===== src/hw/rtl/cpm_pkg.sv =====
// Shared constants, types and command/status structs of the CIDR prefix matcher.
`default_nettype none

package cpm_pkg;

   localparam int TABLE_ENTRIES_DEF = 16;

   // Stream payload widths.
   localparam int REQ_TDATA_W = 136;
   localparam int REQ_TUSER_W = 2;
   localparam int RSP_TDATA_W = 8;

   localparam logic [7:0]  V4_MAX_PREFIX = 8'd32;
   localparam logic [7:0]  V6_MAX_PREFIX = 8'd128;
   localparam logic [31:0] MAPPED_TAG    = 32'h0000_ffff;

   localparam logic [1:0] STATUS_OK     = 2'd0;
   localparam logic [1:0] STATUS_PREFIX = 2'd1;
   localparam logic [1:0] STATUS_FULL   = 2'd2;

   localparam logic FUNC_ADD    = 1'b0;
   localparam logic FUNC_LOOKUP = 1'b1;

   typedef struct packed {
      logic [63:0] addr_hi;
      logic [63:0] addr_lo;
      logic        v4;
      logic [7:0]  plen;
   } entry_type;

   // Commands from the controller to the datapath.
   typedef struct packed {
      logic load;   // latch the accepted item and clear the result
      logic add;    // check and store the latched network
      logic scan;   // step the lookup scan
      logic emit;   // move the result into the output register
   } ctrl_cmd_type;

   // Status from the datapath to the controller.
   typedef struct packed {
      logic scan_done;
      logic out_free;
   } dp_stat_type;

endpackage

`default_nettype wire


===== src/hw/rtl/cidr_prefix_matcher.sv =====
// Top level of the CIDR prefix matcher: stream ports, controller and datapath.
//
//   Channel  Direction  Carries
//   req_     in         add or lookup item: address, family, prefix length
//   rsp_     out        one result item per request: matched flag, status
//
// An add is checked and, if it passes, stored before its result goes to the output register;
// a lookup reads one entry per cycle from the entry memory, compares the last one read and
// sees the scan end before its result goes there. req_tready returns as the result enters
// the output register. Reset clears the entry count, scan index, compare flag, output valid
// flag and controller state, not the entry memory. A new request is taken while the previous
// result waits in the output register; the next result then waits until rsp_tready drains it.
`default_nettype none

module cidr_prefix_matcher #(
   parameter int TABLE_ENTRIES = cpm_pkg::TABLE_ENTRIES_DEF
) (
   input  wire logic                             clock,
   input  wire logic                             reset,
   input  wire logic                             req_tvalid,
   output logic                                  req_tready,
   // [63:0] address_high, [127:64] address_low, [135:128] prefix_length
   input  wire logic [cpm_pkg::REQ_TDATA_W-1:0]  req_tdata,
   // [0] func, [1] is_ipv4
   input  wire logic [cpm_pkg::REQ_TUSER_W-1:0]  req_tuser,
   output logic                                  rsp_tvalid,
   input  wire logic                             rsp_tready,
   // [0] matched, [2:1] status, [7:3] zero
   output logic [cpm_pkg::RSP_TDATA_W-1:0]       rsp_tdata
);
   import cpm_pkg::*;

   ctrl_cmd_type cmd;
   dp_stat_type  stat;
   logic         rsp_matched;
   logic [1:0]   rsp_status;

   cpm_ctrl u_ctrl (
      .clock      (clock),
      .reset      (reset),
      .req_tvalid (req_tvalid),
      .req_func   (req_tuser[0]),
      .req_tready (req_tready),
      .cmd        (cmd),
      .stat       (stat)
   );

   cpm_dp #(
      .TABLE_ENTRIES (TABLE_ENTRIES)
   ) u_dp (
      .clock       (clock),
      .reset       (reset),
      .in_addr_hi  (req_tdata[63:0]),
      .in_addr_lo  (req_tdata[127:64]),
      .in_v4       (req_tuser[1]),
      .in_plen     (req_tdata[135:128]),
      .cmd         (cmd),
      .stat        (stat),
      .rsp_tvalid  (rsp_tvalid),
      .rsp_tready  (rsp_tready),
      .rsp_matched (rsp_matched),
      .rsp_status  (rsp_status)
   );

   assign rsp_tdata = {5'd0, rsp_status, rsp_matched};

endmodule

`default_nettype wire


===== src/hw/rtl/cpm_ctrl.sv =====
// Controller state machine of the CIDR prefix matcher.
`default_nettype none

module cpm_ctrl (
   input  wire logic                  clock,
   input  wire logic                  reset,
   input  wire logic                  req_tvalid,
   input  wire logic                  req_func,
   output logic                       req_tready,
   output cpm_pkg::ctrl_cmd_type      cmd,
   input  wire cpm_pkg::dp_stat_type  stat
);
   import cpm_pkg::*;

   localparam logic [1:0] S_IDLE = 2'd0;
   localparam logic [1:0] S_ADD  = 2'd1;
   localparam logic [1:0] S_SCAN = 2'd2;
   localparam logic [1:0] S_DONE = 2'd3;

   logic [1:0] state_ff;
   logic [1:0] state_in;
   logic       accept;

   assign req_tready = (state_ff == S_IDLE);
   assign accept     = req_tvalid && req_tready;

   always_comb begin
      state_in = state_ff;
      cmd      = '0;
      case (state_ff)
         S_IDLE: begin
            if (accept) begin
               cmd.load = 1'b1;
               state_in = (req_func == FUNC_LOOKUP) ? S_SCAN : S_ADD;
            end
         end
         S_ADD: begin
            cmd.add  = 1'b1;
            state_in = S_DONE;
         end
         S_SCAN: begin
            cmd.scan = 1'b1;
            if (stat.scan_done) begin
               state_in = S_DONE;
            end
         end
         S_DONE: begin
            if (stat.out_free) begin
               cmd.emit = 1'b1;
               state_in = S_IDLE;
            end
         end
         default: begin
            state_in = S_IDLE;
         end
      endcase
   end

   always_ff @(posedge clock) begin
      if (reset) begin
         state_ff <= S_IDLE;
      end else begin
         state_ff <= state_in;
      end
   end

endmodule

`default_nettype wire


===== src/hw/rtl/cpm_dp.sv =====
// Datapath of the CIDR prefix matcher: item registers, entry memory, scan and output register.
`default_nettype none

module cpm_dp #(
   parameter int TABLE_ENTRIES = cpm_pkg::TABLE_ENTRIES_DEF
) (
   input  wire logic                  clock,
   input  wire logic                  reset,
   input  wire logic [63:0]           in_addr_hi,
   input  wire logic [63:0]           in_addr_lo,
   input  wire logic                  in_v4,
   input  wire logic [7:0]            in_plen,
   input  wire cpm_pkg::ctrl_cmd_type cmd,
   output cpm_pkg::dp_stat_type       stat,
   output logic                       rsp_tvalid,
   input  wire logic                  rsp_tready,
   output logic                       rsp_matched,
   output logic [1:0]                 rsp_status
);
   import cpm_pkg::*;

   localparam int CNT_W = $clog2(TABLE_ENTRIES + 1);
   localparam int IDX_W = (TABLE_ENTRIES > 1) ? $clog2(TABLE_ENTRIES) : 1;
   localparam logic [CNT_W-1:0] CNT_FULL = CNT_W'(TABLE_ENTRIES);

   // Normalized form of the incoming address.
   logic        mapped;
   logic        norm_v4;
   logic [63:0] norm_hi;
   logic [63:0] norm_lo;

   logic [63:0] key_hi_ff;
   logic [63:0] key_lo_ff;
   logic        key_v4_ff;
   logic [7:0]  key_plen_ff;

   entry_type   entry_mem_ff [TABLE_ENTRIES];
   entry_type   entry_q_ff;
   entry_type   wr_entry;

   logic [CNT_W-1:0] count_ff;
   logic [CNT_W-1:0] count_in;
   logic [CNT_W-1:0] idx_ff;
   logic [CNT_W-1:0] idx_in;
   logic             cmp_vld_ff;
   logic             cmp_vld_in;
   logic             rd_en;
   logic             wr_en;

   logic             too_long;
   logic             is_full;
   logic [127:0]     lead_mask;
   logic             hit;

   logic             res_matched_ff;
   logic             res_matched_in;
   logic [1:0]       res_status_ff;
   logic [1:0]       res_status_in;

   logic             rsp_tvalid_ff;
   logic             rsp_tvalid_in;
   logic             rsp_matched_ff;
   logic [1:0]       rsp_status_ff;

   // An IPv4-mapped IPv6 address becomes plain IPv4; IPv4 keeps only bits 127..96.
   always_comb begin
      mapped  = !in_v4 && (in_addr_hi == 64'd0) && (in_addr_lo[63:32] == MAPPED_TAG);
      norm_v4 = in_v4 || mapped;
      if (mapped) begin
         norm_hi = {in_addr_lo[31:0], 32'd0};
      end else if (in_v4) begin
         norm_hi = {in_addr_hi[63:32], 32'd0};
      end else begin
         norm_hi = in_addr_hi;
      end
      norm_lo = norm_v4 ? 64'd0 : in_addr_lo;
   end

   always_ff @(posedge clock) begin
      if (cmd.load) begin
         key_hi_ff   <= norm_hi;
         key_lo_ff   <= norm_lo;
         key_v4_ff   <= norm_v4;
         key_plen_ff <= in_plen;
      end
   end

   // Add: the prefix check takes priority over the full check.
   assign too_long = key_plen_ff > (key_v4_ff ? V4_MAX_PREFIX : V6_MAX_PREFIX);
   assign is_full  = (count_ff == CNT_FULL);
   assign wr_en    = cmd.add && !too_long && !is_full;

   always_comb begin
      wr_entry.addr_hi = key_hi_ff;
      wr_entry.addr_lo = key_lo_ff;
      wr_entry.v4      = key_v4_ff;
      wr_entry.plen    = key_plen_ff;
   end

   always_comb begin
      count_in = count_ff;
      if (wr_en) begin
         count_in = count_ff + CNT_W'(1);
      end
   end

   // Scan: one entry read per cycle, compared in the cycle after its read.
   assign rd_en = cmd.scan && (idx_ff != count_ff);

   always_comb begin
      idx_in     = idx_ff;
      cmp_vld_in = 1'b0;
      if (cmd.load) begin
         idx_in = '0;
      end else if (rd_en) begin
         idx_in     = idx_ff + CNT_W'(1);
         cmp_vld_in = 1'b1;
      end
   end

   always_ff @(posedge clock) begin
      if (wr_en) begin
         entry_mem_ff[count_ff[IDX_W-1:0]] <= wr_entry;
      end
      if (rd_en) begin
         entry_q_ff <= entry_mem_ff[idx_ff[IDX_W-1:0]];
      end
   end

   always_comb begin
      for (int k = 0; k < 128; k++) begin
         lead_mask[127 - k] = (8'(k) < entry_q_ff.plen);
      end
   end

   assign hit = cmp_vld_ff && (entry_q_ff.v4 == key_v4_ff) &&
                ((({key_hi_ff, key_lo_ff} ^ {entry_q_ff.addr_hi, entry_q_ff.addr_lo})
                  & lead_mask) == 128'd0);

   always_comb begin
      res_matched_in = res_matched_ff;
      res_status_in  = res_status_ff;
      if (cmd.load) begin
         res_matched_in = 1'b0;
         res_status_in  = STATUS_OK;
      end else if (cmd.add) begin
         if (too_long) begin
            res_status_in = STATUS_PREFIX;
         end else if (is_full) begin
            res_status_in = STATUS_FULL;
         end
      end else if (hit) begin
         res_matched_in = 1'b1;
      end
   end

   always_ff @(posedge clock) begin
      res_matched_ff <= res_matched_in;
      res_status_ff  <= res_status_in;
      if (cmd.emit) begin
         rsp_matched_ff <= res_matched_ff;
         rsp_status_ff  <= res_status_ff;
      end
   end

   // Output register: a new result enters when the old one leaves or is gone.
   always_comb begin
      stat.scan_done = (idx_ff == count_ff) && !cmp_vld_ff;
      stat.out_free  = !rsp_tvalid_ff || rsp_tready;
   end

   always_comb begin
      if (cmd.emit) begin
         rsp_tvalid_in = 1'b1;
      end else if (rsp_tready) begin
         rsp_tvalid_in = 1'b0;
      end else begin
         rsp_tvalid_in = rsp_tvalid_ff;
      end
   end

   always_ff @(posedge clock) begin
      if (reset) begin
         count_ff      <= '0;
         idx_ff        <= '0;
         cmp_vld_ff    <= 1'b0;
         rsp_tvalid_ff <= 1'b0;
      end else begin
         count_ff      <= count_in;
         idx_ff        <= idx_in;
         cmp_vld_ff    <= cmp_vld_in;
         rsp_tvalid_ff <= rsp_tvalid_in;
      end
   end

   assign rsp_tvalid  = rsp_tvalid_ff;
   assign rsp_matched = rsp_matched_ff;
   assign rsp_status  = rsp_status_ff;

endmodule

`default_nettype wire


===== config.mk =====
export PLATFORM = sky130hd
export DESIGN_NAME = cidr_prefix_matcher
export DESIGN_NICKNAME = d
export VERILOG_FILES = /design/src/hw/rtl/cpm_pkg.sv /design/src/hw/rtl/cidr_prefix_matcher.sv /design/src/hw/rtl/cpm_ctrl.sv /design/src/hw/rtl/cpm_dp.sv
export SDC_FILE = /design/constraint.sdc
export NUM_CORES = 2
export LEC_CHECK = 0
export ABC_CLOCK_PERIOD_IN_PS = 14500
export BUFFER_PORTS_ARGS = -buffer_cell sky130_fd_sc_hd__buf_2
export CORE_MARGIN = 4
export CORE_UTILIZATION = 45
export CTS_CLUSTER_SIZE = 14
export DETAILED_ROUTE_END_ITERATION = 10
export SKIP_CTS_REPAIR_TIMING = 1
export SLEW_MARGIN = 20
export SYNTH_ARGS = -nofsm -noshare
export SYNTH_HDL_FRONTEND = slang
export SYNTH_HIERARCHICAL = 1
export SYNTH_SLANG_ARGS = --single-unit

===== constraint.sdc =====
create_clock -name clock -period 14.5 [get_ports clock]
set_clock_uncertainty 0.05 [all_clocks]
set_input_delay 2.175 -clock clock [delete_from_list [all_inputs] [get_ports clock]]
set_output_delay 2.175 -clock clock [all_outputs]
set_load 0.005 [all_outputs]

==> impl_results.md <==
- Maximum number of pins on one net before global-route repair: 114
- Launch instance of the worst min-delay path: u_dp/res_status_ff[1]$_SDFFE_PP0P_
- Number of endpoints with negative hold slack in the final report: 0
- Fmax: 0.174 GHz
- Startpoint of the lowest-slack register-to-register path: u_dp/key_v4_ff$_DFFE_PP_
- Leading cell types by count after synthesis: sky130_fd_sc_hd__edfxtp_1 (2469), sky130_fd_sc_hd__mux4_2 (685), sky130_fd_sc_hd__clkbuf_1 (123)
- Global-route usage over all layers: 22.2%
- Final weighted congestion of routability-driven global placement: 0.802
- Register bit count reported by yosys: 2486
- Final-layout setup total negative slack: 0 ns
- # port buffers: 146
- Final period utilization: 39.5%
- EDFF count, synth: 2469
- Layout cells sized above 1: 29.2%
- Worst Hold Depth: 0
- Starting density of the core: 45.3%
- Worst min-delay path class: flop to flop
- Unique masters post-synth: 59
- Area added between synthesis and finish: 13.3%
- Most used standard cell by instance count after synthesis: sky130_fd_sc_hd__edfxtp_1
- Number of levels in the clock H-tree: 5
- Number of warnings reported in the yosys synthesis log: 6
- PwrDens: 151 mW/mm2
- Initial DRT Pass Iterations: 5
- Capturing element type of the critical path: flop
- Post-layout net count: 4451
- Fill cell count: 16.3k
- Capturing point of the worst reg2reg path: u_dp/entry_mem_ff[2][66]$_DFFE_PP_
- Number of max-slew violations in the final report: 0
- Setup Viol. Count Final: 0
- Share of the synthesized area in the top cell type: 78.1%
- TritonCTS sink count: 2486
- Data required, critical path: 14.93 ns
- Clock tree from TritonCTS: done
- Via count of the first global-routing pass: 44.8k
- Kind of critical path: flop to flop
- First-pass GRT wire length: 343000 um
- Finished Layout Cells: 7293
- Standby leakage power: 32.7 nW
- CTS clock-pin slew for the worst setup and hold paths: 0.06 ns
- # DRC: 0
- Latest clock arrival within the worst-skew pair: 0.92 ns
- Worst Path Arrival: 6.17 ns
- Die Height: 467 um
- Min Clock Period, post-route: 5.73 ns
- Area inside the core boundary: 0.210 mm2
- Placed cells: 6827
- Maximum capacitance violations: 0
- Synthesized cell area: 0.0949 mm2
- Worst slew margin: 21.4%
- Unrepaired setup endpoints after global routing: no
- WL per Instance: 33.1 um
- Most area-hungry cell type in the Yosys netlist: sky130_fd_sc_hd__edfxtp_1
- R2r worst-path depth: 8
- Aggregate routed wire length: 241000 um
- Remaining antenna violation count: 0
- Die width: 467 um
- Mean instance size in the synthesized netlist: 23.8 um2
- Gate count after technology mapping: 3988
- Leading cell types by total area after synthesis: sky130_fd_sc_hd__edfxtp_1 (78%), sky130_fd_sc_hd__mux4_2 (16%), sky130_fd_sc_hd__xor2_1 (1.1%)
- Site row count: 168
- Measured slew at the worst slew-check pin: 1.18 ns
- Main flop type after synthesis: sky130_fd_sc_hd__edfxtp_1
- Seq/Total Area, Yosys: 78.5%
- FFs w/ async S/R, synth: 0%
- Die ar.: 0.218 mm2
- Maximum vdd drop: 0.121 mV
- Detailed Route Iter0 Violations: 4944
- I/O pin cnt: 152
- Number of buffers added by the clock tree synthesis step: 274
- Initial antenna violation count: 13
- Clock tree root buffer cell: sky130_fd_sc_hd__clkbuf_16
- Startpoint Class: flop
- Clock buffer depth: 4
- WHS Endpoint: u_dp/rsp_status[1]$_DFFE_PP_
- Worst-case register-to-register setup slack: 8.77 ns
- Count of vias placed by the detailed router: 44.1k
- Status: completed
- DP HPWL: 126000 um
- Total overflow reported by the global router: 0
- Maximum net fanout on the critical path: 44
- Avg Vias per Cell: 6.04
==> critical path, cell delays in order, from the launching register on <==
cell and delay, ns:
sky130_fd_sc_hd__edfxtp_1 0.70, sky130_fd_sc_hd__ha_1 0.46, sky130_fd_sc_hd__a41oi_1 0.46, sky130_fd_sc_hd__nor2_1 0.57, sky130_fd_sc_hd__nand2_1 0.34, sky130_fd_sc_hd__nor3_2 0.21
sky130_fd_sc_hd__buf_4 0.80, sky130_fd_sc_hd__buf_4 0.77, sky130_fd_sc_hd__buf_4 0.79
==> worst max path at each step <==
stage | cells after the start | endpoint | slack (ns) | from
after floorplan | 6 | u_dp/entry_mem_ff[3][0]$_DFFE_PP_ | 2.70 | u_dp/key_v4_ff$_DFFE_PP_
after global placement | 10 | u_dp/key_lo_ff[60]$_SDFFCE_PP0P_ | 8.20 | req_tdata[126]
after detailed placement | 10 | u_dp/key_lo_ff[34]$_SDFFCE_PP0P_ | 8.22 | req_tdata[126]
after CTS | 8 | u_dp/entry_mem_ff[2][66]$_DFFE_PP_ | 8.74 | u_dp/key_v4_ff$_DFFE_PP_
after global routing | 8 | u_dp/entry_mem_ff[2][66]$_DFFE_PP_ | 8.62 | u_dp/key_v4_ff$_DFFE_PP_
final | 8 | u_dp/entry_mem_ff[2][66]$_DFFE_PP_ | 8.77 | u_dp/key_v4_ff$_DFFE_PP_
==> final cells by class <==
class | instances | area (um2) | area share, %
Antenna cell | 8 | 20.0 | 0.0186
Clock buffer | 346 | 7280 | 6.77
Clock inverter | 112 | 928 | 0.863
Inverter | 12 | 45.0 | 0.0419
Multi-Input combinational cell | 1291 | 19700 | 18.3
Sequential cell | 2486 | 74500 | 69.3
Tap cell | 2805 | 3510 | 3.26
Timing Repair Buffer | 233 | 1580 | 1.47
==> metal layers <==
layer / global-route usage, % / wire [um] / vias up
met5: 0 / 0 / -
met4: 7.18 / 7910 / 0
met2: 35.9 / 119000 / 1736
met1: 31.0 / 98400 / 24300
met3: 4.00 / 16300 / 361
li1: - / - / 17600
==> kinds of logic (layout without fill, tap and decap cells) <==
family / after synthesis / in the layout / share of synthesized area, %
flops: 2486 / 2486 / 78.5
mux: 690 / 690 / 16.3
simple gates: 252 / 252 / 1.56
buf+inv: 215 / 703 / 0.970
compound gates: 192 / 192 / 1.27
xor+xnor: 141 / 141 / 1.30
fa+ha+maj: 11 / 11 / 0.145
other cells: 1 / 13 / 0.00395
==> cell usage in the layout (no fill, tap or decap), types with 9 or more instances in the layout <==
| cell type | count |
|---|---|
| sky130_fd_sc_hd__buf_12 | 14 |
| sky130_fd_sc_hd__clkbuf_16 | 279 |
| sky130_fd_sc_hd__mux4_2 | 685 |
| sky130_fd_sc_hd__buf_2 | 146 |
| sky130_fd_sc_hd__o2111ai_1 | 11 |
| sky130_fd_sc_hd__inv_1 | 12 |
| sky130_fd_sc_hd__edfxtp_1 | 2469 |
| sky130_fd_sc_hd__clkinv_1 | 46 |
| sky130_fd_sc_hd__nand2_1 | 17 |
| sky130_fd_sc_hd__o21ai_0 | 89 |
| sky130_fd_sc_hd__nand4_1 | 25 |
| sky130_fd_sc_hd__clkinv_2 | 35 |
| sky130_fd_sc_hd__and2_1 | 97 |
| sky130_fd_sc_hd__nand3_1 | 9 |
| sky130_fd_sc_hd__nor4_1 | 17 |
| sky130_fd_sc_hd__nor2_4 | 13 |
| sky130_fd_sc_hd__xnor2_1 | 19 |
| sky130_fd_sc_hd__bufinv_16 | 15 |
| sky130_fd_sc_hd__ha_1 | 11 |
| sky130_fd_sc_hd__a21o_1 | 35 |
| sky130_fd_sc_hd__dfxtp_1 | 13 |
| sky130_fd_sc_hd__a21oi_1 | 16 |
| sky130_fd_sc_hd__xor2_1 | 122 |
| sky130_fd_sc_hd__buf_4 | 72 |
| sky130_fd_sc_hd__clkbuf_1 | 62 |
| sky130_fd_sc_hd__nor2_1 | 22 |
==> where the power goes <==
group          internal [W]  switching, W
sequential          0.00850      0.000440
combinational      0.000303      0.000525
clock               0.00380       0.00267
total                0.0126       0.00363
==> state kept, by name, indices dropped and copies added (netlist names), 2 cells and up <==
name	cells
u_dp/key_hi_ff	64
u_dp/entry_mem_ff	2192
u_dp/count_ff	5
u_dp/key_plen_ff	8
u_dp/idx_ff	5
u_dp/res_status_ff	2
u_dp/rsp_status	2
u_dp/entry_q_ff	137
u_dp/key_lo_ff	64
u_ctrl/state_ff	2
==> through the flow <==
step	hold slack, ns	util, %	instance area, um2	setup WS, ns	power [W]
after global placement	0.384	47.3	99300	8.20	0.00990
after CTS	0.397	51.3	108000	8.74	0.0164
after global routing	0.402	51.3	108000	8.62	0.0168
after floorplan	0.358	-	95000	2.70	0.00940
after detailed placement	0.386	47.4	99300	8.22	0.00993
final	0.395	51.3	108000	8.77	0.0162
No activity file was read; power rests on OpenSTA's default activity.
